### config.mk
export PLATFORM = sky130hd
export DESIGN_NAME = lns_adder_interpolated_core
export DESIGN_NICKNAME = d
export VERILOG_FILES = /design/src/rtl/lnsa_pkg.sv /design/src/rtl/lnsa_coef_rom.sv /design/src/rtl/lnsa_datapath.sv /design/src/rtl/lns_adder_interpolated_core.sv
export SDC_FILE = /design/constraint.sdc
export NUM_CORES = 1
export LEC_CHECK = 0
export ABC_AREA = 1
export BUFFER_PORTS_ARGS = -buffer_cell sky130_fd_sc_hd__buf_2
export CAP_MARGIN = 0
export CELL_PAD_IN_SITES_DETAIL_PLACEMENT = 1
export CELL_PAD_IN_SITES_GLOBAL_PLACEMENT = 1
export CORE_UTILIZATION = 49
export CTS_CLUSTER_DIAMETER = 50
export DETAILED_ROUTE_END_ITERATION = 16
export GPL_TIMING_DRIVEN = 0
export PLACE_DENSITY = 0.85
export SLEW_MARGIN = 30
export SYNTH_ARGS = -nofsm -noshare
export SYNTH_HDL_FRONTEND = slang
export SYNTH_SLANG_ARGS = --single-unit
### constraint.sdc
create_clock -name clk -period 27.5 [get_ports clk]
set_clock_uncertainty 0.1 [all_clocks]
set_input_delay 4.125 -clock clk [delete_from_list [all_inputs] [get_ports clk]]
set_output_delay 4.125 -clock clk [all_outputs]
set_load 0.05 [all_outputs]
### src/rtl/lnsa_pkg.sv
`timescale 1ns / 1ps
// ----------------------------------------------------------------------------
// lnsa_pkg
// Shared constants and elaboration-time functions of the LNS adder: Q52
// fixed-point arithmetic used to build the Chebyshev correction table.
// ----------------------------------------------------------------------------
package lnsa_pkg;

    localparam int          FRAC     = 52;
    localparam logic [63:0] ONE_Q    = 64'd1 << FRAC;
    localparam int          BIT_EXT  = 2;
    localparam int          SAT_INT  = 64;
    localparam int          COEF_W   = 64;

    // Q52 product, keep bits FRAC+63..FRAC
    function automatic logic [63:0] mul_q(input logic [63:0] a, input logic [63:0] b);
        logic [127:0] p;
        p = {64'd0, a} * {64'd0, b};
        return p[FRAC+63:FRAC];
    endfunction

    // plain unsigned integer quotient, restoring long division
    function automatic logic [63:0] udiv(input logic [63:0] a, input logic [63:0] b);
        logic [63:0] q;
        logic [64:0] rs;
        q  = 64'd0;
        rs = 65'd0;
        if (b == 64'd0)
        begin
            return 64'd0;
        end
        for (int i = 63; i >= 0; i--)
        begin
            rs = {rs[63:0], a[i]};
            q  = q << 1;
            if (rs >= {1'b0, b})
            begin
                rs   = rs - {1'b0, b};
                q[0] = 1'b1;
            end
        end
        return q;
    endfunction

    // Q52 quotient, low 64 bits kept
    function automatic logic [63:0] div_q(input logic [63:0] a, input logic [63:0] b);
        logic [63:0] q;
        logic [63:0] r;
        logic        bt;
        q = 64'd0;
        r = 64'd0;
        if (b == 64'd0)
        begin
            return 64'd0;
        end
        for (int i = 0; i < 64 + FRAC; i++)
        begin
            bt = (i < 64) ? a[63 - i] : 1'b0;
            r  = {r[62:0], bt};
            q  = q << 1;
            if (r >= b)
            begin
                r    = r - b;
                q[0] = 1'b1;
            end
        end
        return q;
    endfunction

    function automatic logic [63:0] exp_q(input logic [63:0] y);
        logic [63:0] term;
        logic [63:0] sum;
        term = ONE_Q;
        sum  = ONE_Q;
        for (int n = 1; n < 60 && term != 64'd0; n++)
        begin
            term = udiv(mul_q(term, y), 64'(n));
            sum  = sum + term;
        end
        return sum;
    endfunction

    function automatic logic [63:0] ln1p_q(input logic [63:0] t);
        logic [63:0] z;
        logic [63:0] z2;
        logic [63:0] p;
        logic [63:0] sum;
        z   = div_q(t, (ONE_Q << 1) + t);
        z2  = mul_q(z, z);
        p   = z;
        sum = 64'd0;
        for (int n = 0; n < 200 && p != 64'd0; n++)
        begin
            sum = sum + udiv(p, 64'(2 * n + 1));
            p   = mul_q(p, z2);
        end
        return sum << 1;
    endfunction

    function automatic logic [63:0] rsqrt2_calc();
        logic [63:0] s;
        logic [63:0] c;
        s = 64'd0;
        for (int i = FRAC - 1; i >= 0; i--)
        begin
            c = s | (64'd1 << i);
            if (mul_q(c, c) <= (ONE_Q >> 1))
            begin
                s = c;
            end
        end
        return s;
    endfunction

    localparam logic [63:0] LN2_Q    = ln1p_q(ONE_Q);
    localparam logic [63:0] RSQRT2_Q = rsqrt2_calc();

    // log2(1 + 2^-x), Q52 in and out
    function automatic logic [63:0] lns_func(input logic [63:0] x);
        logic [63:0] k;
        logic [63:0] r;
        logic [63:0] t;
        k = x >> FRAC;
        r = x & (ONE_Q - 64'd1);
        if (k >= 64'd62)
        begin
            return 64'd0;
        end
        t = exp_q(mul_q(ONE_Q - r, LN2_Q)) >> (k + 64'd1);
        if (t == 64'd0)
        begin
            return 64'd0;
        end
        return div_q(ln1p_q(t), LN2_Q);
    endfunction

    function automatic int eff_cut(input int man, input int cut);
        return (cut < 2 || cut > man) ? ((man + 1) >> 1) : cut;
    endfunction

    function automatic logic [63:0] quarter_to_q(input logic [63:0] num4, input int man);
        if ((num4 >> (man + 2)) >= 64'(SAT_INT))
        begin
            return 64'(SAT_INT) << FRAC;
        end
        return num4 << (FRAC - man - 2);
    endfunction

    // {c0, c1} of one segment, each COEF_W bits
    function automatic logic [2*COEF_W-1:0] coefficients(input logic [63:0] a,
                                                          input int man, input int cut);
        logic [63:0] qmin;
        logic [63:0] qmax;
        logic [63:0] bma;
        logic [63:0] bpa;
        logic [63:0] sb;
        logic [63:0] f0;
        logic [63:0] f1;
        logic [63:0] cc0;
        logic [63:0] ncc1;
        logic [63:0] k0;
        logic [63:0] k1;
        logic [63:0] c0;
        logic [63:0] c1;
        int          sh;
        qmin = quarter_to_q(((a << cut) << 2) + 64'd1, man);
        qmax = quarter_to_q(((((a + 64'd1) << cut) - 64'd1) << 2) + 64'd1, man);
        bma  = (qmax - qmin) >> 1;
        bpa  = (qmax + qmin) >> 1;
        sb   = mul_q(RSQRT2_Q, bma);
        f0   = lns_func(bpa - sb);
        f1   = lns_func(bpa + sb);
        cc0  = (f0 + f1) >> 1;
        ncc1 = mul_q(RSQRT2_Q, (f0 >= f1) ? (f0 - f1) : 64'd0);
        k0   = cc0 + ncc1;
        k1   = (bma != 64'd0) ? div_q(ncc1, bma) : 64'd0;
        sh   = FRAC - man - BIT_EXT;
        c0   = (k0 + (64'd1 << (sh - 1))) >> sh;
        c1   = (k1 + (64'd1 << (sh - 1))) >> sh;
        return {c0, c1};
    endfunction

    function automatic logic rounds_to_zero(input logic [63:0] i, input int man, input int cut);
        int          step;
        logic [63:0] v;
        step = man - cut;
        if ((i >> step) >= 64'(SAT_INT))
        begin
            return 1'b1;
        end
        v = lns_func(i << (FRAC - step));
        return ((v + (64'd1 << (FRAC - man - 1))) >> (FRAC - man)) == 64'd0;
    endfunction

    // segment index width: bit length of imax-1, at least one
    function automatic int table_idx_width(input int log_w, input int man, input int cut);
        logic [63:0] lo;
        logic [63:0] hi;
        logic [63:0] mid;
        logic [63:0] v;
        int          sh;
        int          len;
        sh = log_w - 1 - cut;
        lo = 64'd0;
        hi = (sh > 0) ? (64'd1 << sh) : 64'd1;
        while (lo < hi)
        begin
            mid = lo + ((hi - lo) >> 1);
            if (rounds_to_zero(mid, man, cut))
            begin
                hi = mid;
            end
            else
            begin
                lo = mid + 64'd1;
            end
        end
        v   = (lo != 64'd0) ? (lo - 64'd1) : 64'd0;
        len = 0;
        while (v != 64'd0)
        begin
            len = len + 1;
            v   = v >> 1;
        end
        return (len < 1) ? 1 : len;
    endfunction

endpackage

### src/rtl/lnsa_coef_rom.sv
`timescale 1ns / 1ps
// ----------------------------------------------------------------------------
// lnsa_coef_rom
// Constant table of Chebyshev offset and slope per segment, filled at
// elaboration, read combinationally at one address.
// ----------------------------------------------------------------------------
module lnsa_coef_rom #(
    parameter int MAN_WIDTH = 8,
    parameter int ECUT      = 4,
    parameter int IDX_W     = 8,
    parameter int C0_W      = 12,
    parameter int C1_W      = 11
) (
    input  logic [IDX_W-1:0] idx,
    output logic [C0_W-1:0]  c0,
    output logic [C1_W-1:0]  c1
);

    localparam int DEPTH = 1 << IDX_W;

    logic [C0_W-1:0] c0_tab [DEPTH];
    logic [C1_W-1:0] c1_tab [DEPTH];

    for (genvar g = 0; g < DEPTH; g++)
    begin : g_entry
        localparam logic [2*lnsa_pkg::COEF_W-1:0] COEF =
            lnsa_pkg::coefficients(64'(g), MAN_WIDTH, ECUT);
        assign c0_tab[g] = COEF[lnsa_pkg::COEF_W +: C0_W];
        assign c1_tab[g] = COEF[0 +: C1_W];
    end

    assign c0 = c0_tab[idx];
    assign c1 = c1_tab[idx];

endmodule

### src/rtl/lnsa_datapath.sv
`timescale 1ns / 1ps
// ----------------------------------------------------------------------------
// lnsa_datapath
// Single-pass LNS add: operand clearing, max and difference, interpolated
// correction and wrapped sum.
// ----------------------------------------------------------------------------
module lnsa_datapath #(
    parameter int LOG_WIDTH = 17,
    parameter int MAN_WIDTH = 8,
    parameter int ECUT      = 4,
    parameter int IDX_W     = 8,
    parameter int C0_W      = 12,
    parameter int C1_W      = 11
) (
    input  logic [LOG_WIDTH-1:0] log_x,
    input  logic [LOG_WIDTH-1:0] log_y,
    output logic [LOG_WIDTH-1:0] log_sum
);

    localparam int MAG_W  = LOG_WIDTH - 1;
    localparam int TBL_W  = ECUT + IDX_W;
    localparam int PROD_W = C1_W + ECUT;

    logic             nx;
    logic             ny;
    logic             sz;
    logic [MAG_W-1:0] xm;
    logic [MAG_W-1:0] ym;
    logic [MAG_W:0]   yx;
    logic [MAG_W-1:0] xy;
    logic [MAG_W-1:0] x2;
    logic [MAG_W-1:0] d0;
    logic [TBL_W-1:0] low;
    logic             high_nz;
    logic [IDX_W-1:0] seg;
    logic [ECUT-1:0]  dx;
    logic [C0_W-1:0]  c0;
    logic [C1_W-1:0]  c1;
    logic [PROD_W-1:0] prod;
    logic [C0_W-1:0]  sub;
    logic [C0_W-1:0]  diff;
    logic [MAN_WIDTH-1:0] f;
    logic [MAN_WIDTH:0]   corr;

    assign nx = log_x[MAG_W-1];
    assign ny = log_y[MAG_W-1];
    assign sz = nx ? log_x[MAG_W] : (ny ? log_y[MAG_W] : 1'b0);
    assign xm = nx ? log_x[MAG_W-1:0] : '0;
    assign ym = ny ? log_y[MAG_W-1:0] : '0;

    // borrow out of y - x picks x as the larger
    assign yx = {1'b0, ym} - {1'b0, xm};
    assign xy = xm - ym;
    assign x2 = yx[MAG_W] ? xm : ym;
    assign d0 = yx[MAG_W] ? xy : yx[MAG_W-1:0];

    assign low = d0[TBL_W-1:0];
    if (TBL_W < MAG_W)
    begin : g_high
        assign high_nz = |d0[MAG_W-1:TBL_W];
    end
    else
    begin : g_no_high
        assign high_nz = 1'b0;
    end

    assign seg = low[TBL_W-1:ECUT];
    assign dx  = low[ECUT-1:0];

    lnsa_coef_rom #(
        .MAN_WIDTH (MAN_WIDTH),
        .ECUT      (ECUT),
        .IDX_W     (IDX_W),
        .C0_W      (C0_W),
        .C1_W      (C1_W)
    ) u_rom (
        .idx (seg),
        .c0  (c0),
        .c1  (c1)
    );

    assign prod = PROD_W'(c1) * PROD_W'(dx);
    assign sub  = C0_W'(prod[PROD_W-1:MAN_WIDTH]);
    assign diff = c0 - sub;
    assign f    = (c0 < sub) ? '0 : diff[lnsa_pkg::BIT_EXT +: MAN_WIDTH];

    always_comb
    begin
        if (high_nz)
        begin
            corr = '0;
        end
        else if (low == '0)
        begin
            corr = (MAN_WIDTH + 1)'(1) << MAN_WIDTH;
        end
        else
        begin
            corr = {1'b0, f};
        end
    end

    assign log_sum = {sz, x2 + MAG_W'(corr)};

endmodule

### src/rtl/lns_adder_interpolated_core.sv
`timescale 1ns / 1ps
// ----------------------------------------------------------------------------
// lns_adder_interpolated_core
// Same-sign adder for log-number-system values with a Chebyshev
// linear-interpolation correction table.
// ----------------------------------------------------------------------------
//
//  Channel   Ports                      Handshake
//  --------  -------------------------  ----------------------------------
//  operand   log_x, log_y               beat taken when start & !busy
//  result    log_sum                    beat shown for one cycle with done
//
//  One beat per clock, sustained. The operand register captures at the
//  accepting edge, then the result register loads from it, and done
//  rises together with the new log_sum.
//  busy never rises; all arithmetic sits between the two registers.
//  Reset clears the valid pipe only; payload registers are not reset.
//  The result side cannot stall: each result is shown for exactly one cycle.
//
module lns_adder_interpolated_core #(
    parameter int LOG_WIDTH = 17,
    parameter int MAN_WIDTH = 8,
    parameter int CUT_WIDTH = 4
) (
    input  logic                 clk,
    input  logic                 rst_n,
    input  logic                 start,
    output logic                 busy,
    input  logic [LOG_WIDTH-1:0] log_x,
    input  logic [LOG_WIDTH-1:0] log_y,
    output logic                 done,
    output logic [LOG_WIDTH-1:0] log_sum
);

    // effective segment width and table index width, built the same way as
    // the table contents
    localparam int ECUT  = lnsa_pkg::eff_cut(MAN_WIDTH, CUT_WIDTH);
    localparam int IDX_W = lnsa_pkg::table_idx_width(LOG_WIDTH, MAN_WIDTH, ECUT);
    localparam int C0_W  = MAN_WIDTH + 4;
    localparam int C1_W  = MAN_WIDTH + 3;

    logic [LOG_WIDTH-1:0] x_reg;
    logic [LOG_WIDTH-1:0] y_reg;
    logic                 in_valid_reg;
    logic [LOG_WIDTH-1:0] sum_reg;
    logic [LOG_WIDTH-1:0] sum_next;
    logic                 done_reg;

    // never hold off the source
    assign busy = 1'b0;

    // valid pipe: advance every cycle
    always_ff @(posedge clk or negedge rst_n)
    begin
        if (!rst_n)
        begin
            in_valid_reg <= 1'b0;
            done_reg     <= 1'b0;
        end
        else
        begin
            in_valid_reg <= start;
            done_reg     <= in_valid_reg;
        end
    end

    // operand register: capture on an accepted beat, hold otherwise
    always_ff @(posedge clk)
    begin
        if (start)
        begin
            x_reg <= log_x;
            y_reg <= log_y;
        end
    end

    // all arithmetic sits between the two registers
    lnsa_datapath #(
        .LOG_WIDTH (LOG_WIDTH),
        .MAN_WIDTH (MAN_WIDTH),
        .ECUT      (ECUT),
        .IDX_W     (IDX_W),
        .C0_W      (C0_W),
        .C1_W      (C1_W)
    ) u_datapath (
        .log_x   (x_reg),
        .log_y   (y_reg),
        .log_sum (sum_next)
    );

    // result register: load only when a beat is in flight
    always_ff @(posedge clk)
    begin
        if (in_valid_reg)
        begin
            sum_reg <= sum_next;
        end
    end

    assign done    = done_reg;
    assign log_sum = sum_reg;

endmodule
==> flow_metrics.env <==
export IMPL_status="finished clean"
export IMPL_final_hold_viol_count=0
export IMPL_finalSetupViolations=0
export IMPL_post_cts_resized=0
export IMPL_syn_to_final_growth_pct=8.84
export IMPL_yosys_warnings=0
export IMPL_met1_usage_pct=51.7
export IMPL_dp_hpwl_um=27500
export IMPL_cts_tree="built"
export IMPL_syn_inst=1171
export IMPL_ys_top_cells_by_area="edfxtp_1 19%, nand2_1 15%, ha_1 11%, inv_1 7.2%, nand3_1 5.8%"
export IMPL_place_ws_ns=15.64
export IMPL_async_reset_ff_share_pct=3.77
export IMPL_path_buf_inv=8
export IMPL_vias=9515
export IMPL_grt_usage_pct=47.9
export IMPL_cp_data_required_time_ns=27.46
export IMPL_synth_xor_area_share_pct=3.54
export IMPL_synth_compound_area_share_pct=15.6
export IMPL_synth_cell_types=61
export IMPL_end_kind="register"
export IMPL_overflow=0
export IMPL_syn_nets=1296
export IMPL_viasPerCell=6.56
export IMPL_total_leakage_power_nw=4.45
export IMPL_syn_area_per_cell_um2=6.76
export IMPL_ys_ff_latch=53
export IMPL_ys_seq_area_share_pct=20.0
export IMPL_core_um2=15800
export IMPL_yosysTopAreaCellShare_pct=19.4
export IMPL_fin_util_pct=54.4
export IMPL_finalCritPeriodShare_pct=45.8
export IMPL_max_freq_mhz=79.5
export IMPL_num_io_pins=56
export IMPL_max_stage_delay_ns=0.66
export IMPL_wl_um=39000
export IMPL_postCtsSetupRepairBufs=0
export IMPL_drc=0
export IMPL_drt_iter0_markers=1009
export IMPL_ctsRootBufferMaster="clkbuf_16"
export IMPL_busiest_layer="met2"
export IMPL_use_met3_pct=11.8
export IMPL_criticalPathCategory="register to register"
export IMPL_final_setup_worst_slack_ns=14.92
export IMPL_cts_sinks=53
export IMPL_grt_pass1_vias=10082
export IMPL_grt_pass1_wl_um=58500
export IMPL_final_cell_mix="316 x nand2_1, 152 x inv_1, 94 x nor2_1"
export IMPL_htreeDepth=2
export IMPL_met2_usage_pct=79.3
export IMPL_drive_above_1_share_pct=13.6
export IMPL_powerDensity_nw_per_um2=115
export IMPL_slew_viol_final=0
export IMPL_crit_family="simple AND/OR/NAND/NOR gates"
export IMPL_clock_latency_ns=0.32
export IMPL_finalSetupTns_ns=0
export IMPL_grt_max_degree=36
export IMPL_rows=46
export IMPL_cp_max_fo=10
export IMPL_final_common_cell="nand2_1"
export IMPL_cts_inserted_buffers=5
export IMPL_yosysTopAreaCell="edfxtp_1"
export IMPL_drt_pass1_iterations=5
export IMPL_port_buffers=54
export IMPL_peakVddDrop_mv=0.0792
export IMPL_hold_buffers=0
export IMPL_cp_arrival_ns=12.54
export IMPL_dieHeight_um=129
export IMPL_antenna_found_initial=2
export IMPL_clkTransAtPathRegs_ns=0.09
export IMPL_power_total_mw=0.992
export IMPL_clockBufferDepth=2
export IMPL_rsz0062_at_grt="false"
export IMPL_maxCapViolCount=0
export IMPL_fin_crit_ns=12.58
export IMPL_synthFlopType="edfxtp_1"
export IMPL_yosys_area_share_simple_pct=34.2
export IMPL_final_nets=1357
export IMPL_synth_area_um2=7910
export IMPL_slew_headroom_pct=34.8
export IMPL_ant_nets=0
export IMPL_routedWlPerCell_um=26.9
export IMPL_fp_dieW_um=129
export IMPL_synth_edf_count=51
export IMPL_synthAdderAreaFrac_pct=15.4
export IMPL_start_util_pct=50.0
export IMPL_instances_no_fill=1451
export IMPL_synth_top_family_by_area="simple AND/OR/NAND/NOR gates"
export IMPL_critical_path_most_common_cell="nand2_1"
export IMPL_muxShareOfSynthArea_pct=0
export IMPL_cp_start_kind="register"
export IMPL_gp_congestion=1.02
export IMPL_slowest_stage="a2111oi_0"
export IMPL_hold_class="register to register"
export IMPL_dieArea_um2=16700
export IMPL_dp_cells=1441
export IMPL_max_slew_worst_pin_slew_ns=0.966
==> report_power, final <==
part	switching [mW]	total [mW]	internal, mW
clock	0.0367	0.0718	0.0351
sequential	0.00558	0.106	0.101
combinational	0.579	0.814	0.235
total	0.621	0.992	0.371
==> layout make-up <==
cell class,instances,area [µm²]
sequential,53,1580
clock inverter,3,28.8
fill,2158,7220
buffer,36,243
clock buffer,5,125
multi-input combinational,911,5450
inverter,171,642
timing repair buffer,54,270
antenna,2,5.00
tap,216,270
==> Yosys cell counts, types with 5 or more instances <==
| master | n |
|---|---|
| buf_6 | 10 |
| ha_1 | 72 |
| o22ai_1 | 6 |
| inv_2 | 17 |
| edfxtp_1 | 51 |
| a2111oi_0 | 5 |
| xor2_1 | 19 |
| nor3_1 | 7 |
| inv_1 | 152 |
| a211oi_1 | 7 |
| a21oi_1 | 64 |
| o31ai_1 | 5 |
| buf_4 | 6 |
| nand2_2 | 23 |
| fa_1 | 16 |
| o21ai_1 | 6 |
| a21boi_0 | 5 |
| or2_2 | 5 |
| o221ai_1 | 5 |
| nand3_1 | 92 |
| nand2_4 | 14 |
| o211ai_1 | 10 |
| buf_2 | 8 |
| nor2_1 | 94 |
| nand4_1 | 14 |
| o21ai_0 | 57 |
| xnor2_1 | 13 |
| clkbuf_1 | 10 |
| nand2_1 | 316 |
==> per-stage QoR <==
step,instance area [µm²],hold WS (ns)
detailed placement,8450,0.450
floorplan,7910,0.395
global route,8610,0.509
global placement,8450,0.415
finish,8610,0.515
CTS,8610,0.497
==> routing by layer <==
layer	part of all wire (%)	up-vias
met5	0	-
met4	9.5	0
met3	9.1	281
met2	46	738
met1	35	4505
li1	-	3991
==> worst paths after layout <==
check | slack, ns | start | cells past startpoint | to
max | 14.92 | y_reg[15] | 57 | log_sum[15]
min | 0.51 | x_reg[16] | 2 | log_sum[16]
max reg2reg | 14.92 | y_reg[15] | 57 | log_sum[15]
min reg2reg | 0.51 | x_reg[16] | 2 | log_sum[16]
max in group asynchronous | 23.70 | rst_n | 1 | done
min in group asynchronous | 3.49 | rst_n | 1 | in_valid_reg
==> worst reg2reg max path, delay by kind of cell (launching register included) <==
family	cells	cell delay (ns)
AND/OR/NAND/NOR	27	3.93
AO/OA/AOI/OAI	15	3.57
adder cells (fa/ha/maj)	7	2.76
buffers and inverters	8	1.55
flip-flops	1	0.41
==> logic make-up after synthesis <==
group           Yosys count
simple gates            589
buf+inv                 207
compound gates          201
fa+ha+maj                88
flops                    53
xor+xnor                 32
other cells               1
Power figures use the tool's default switching activity.
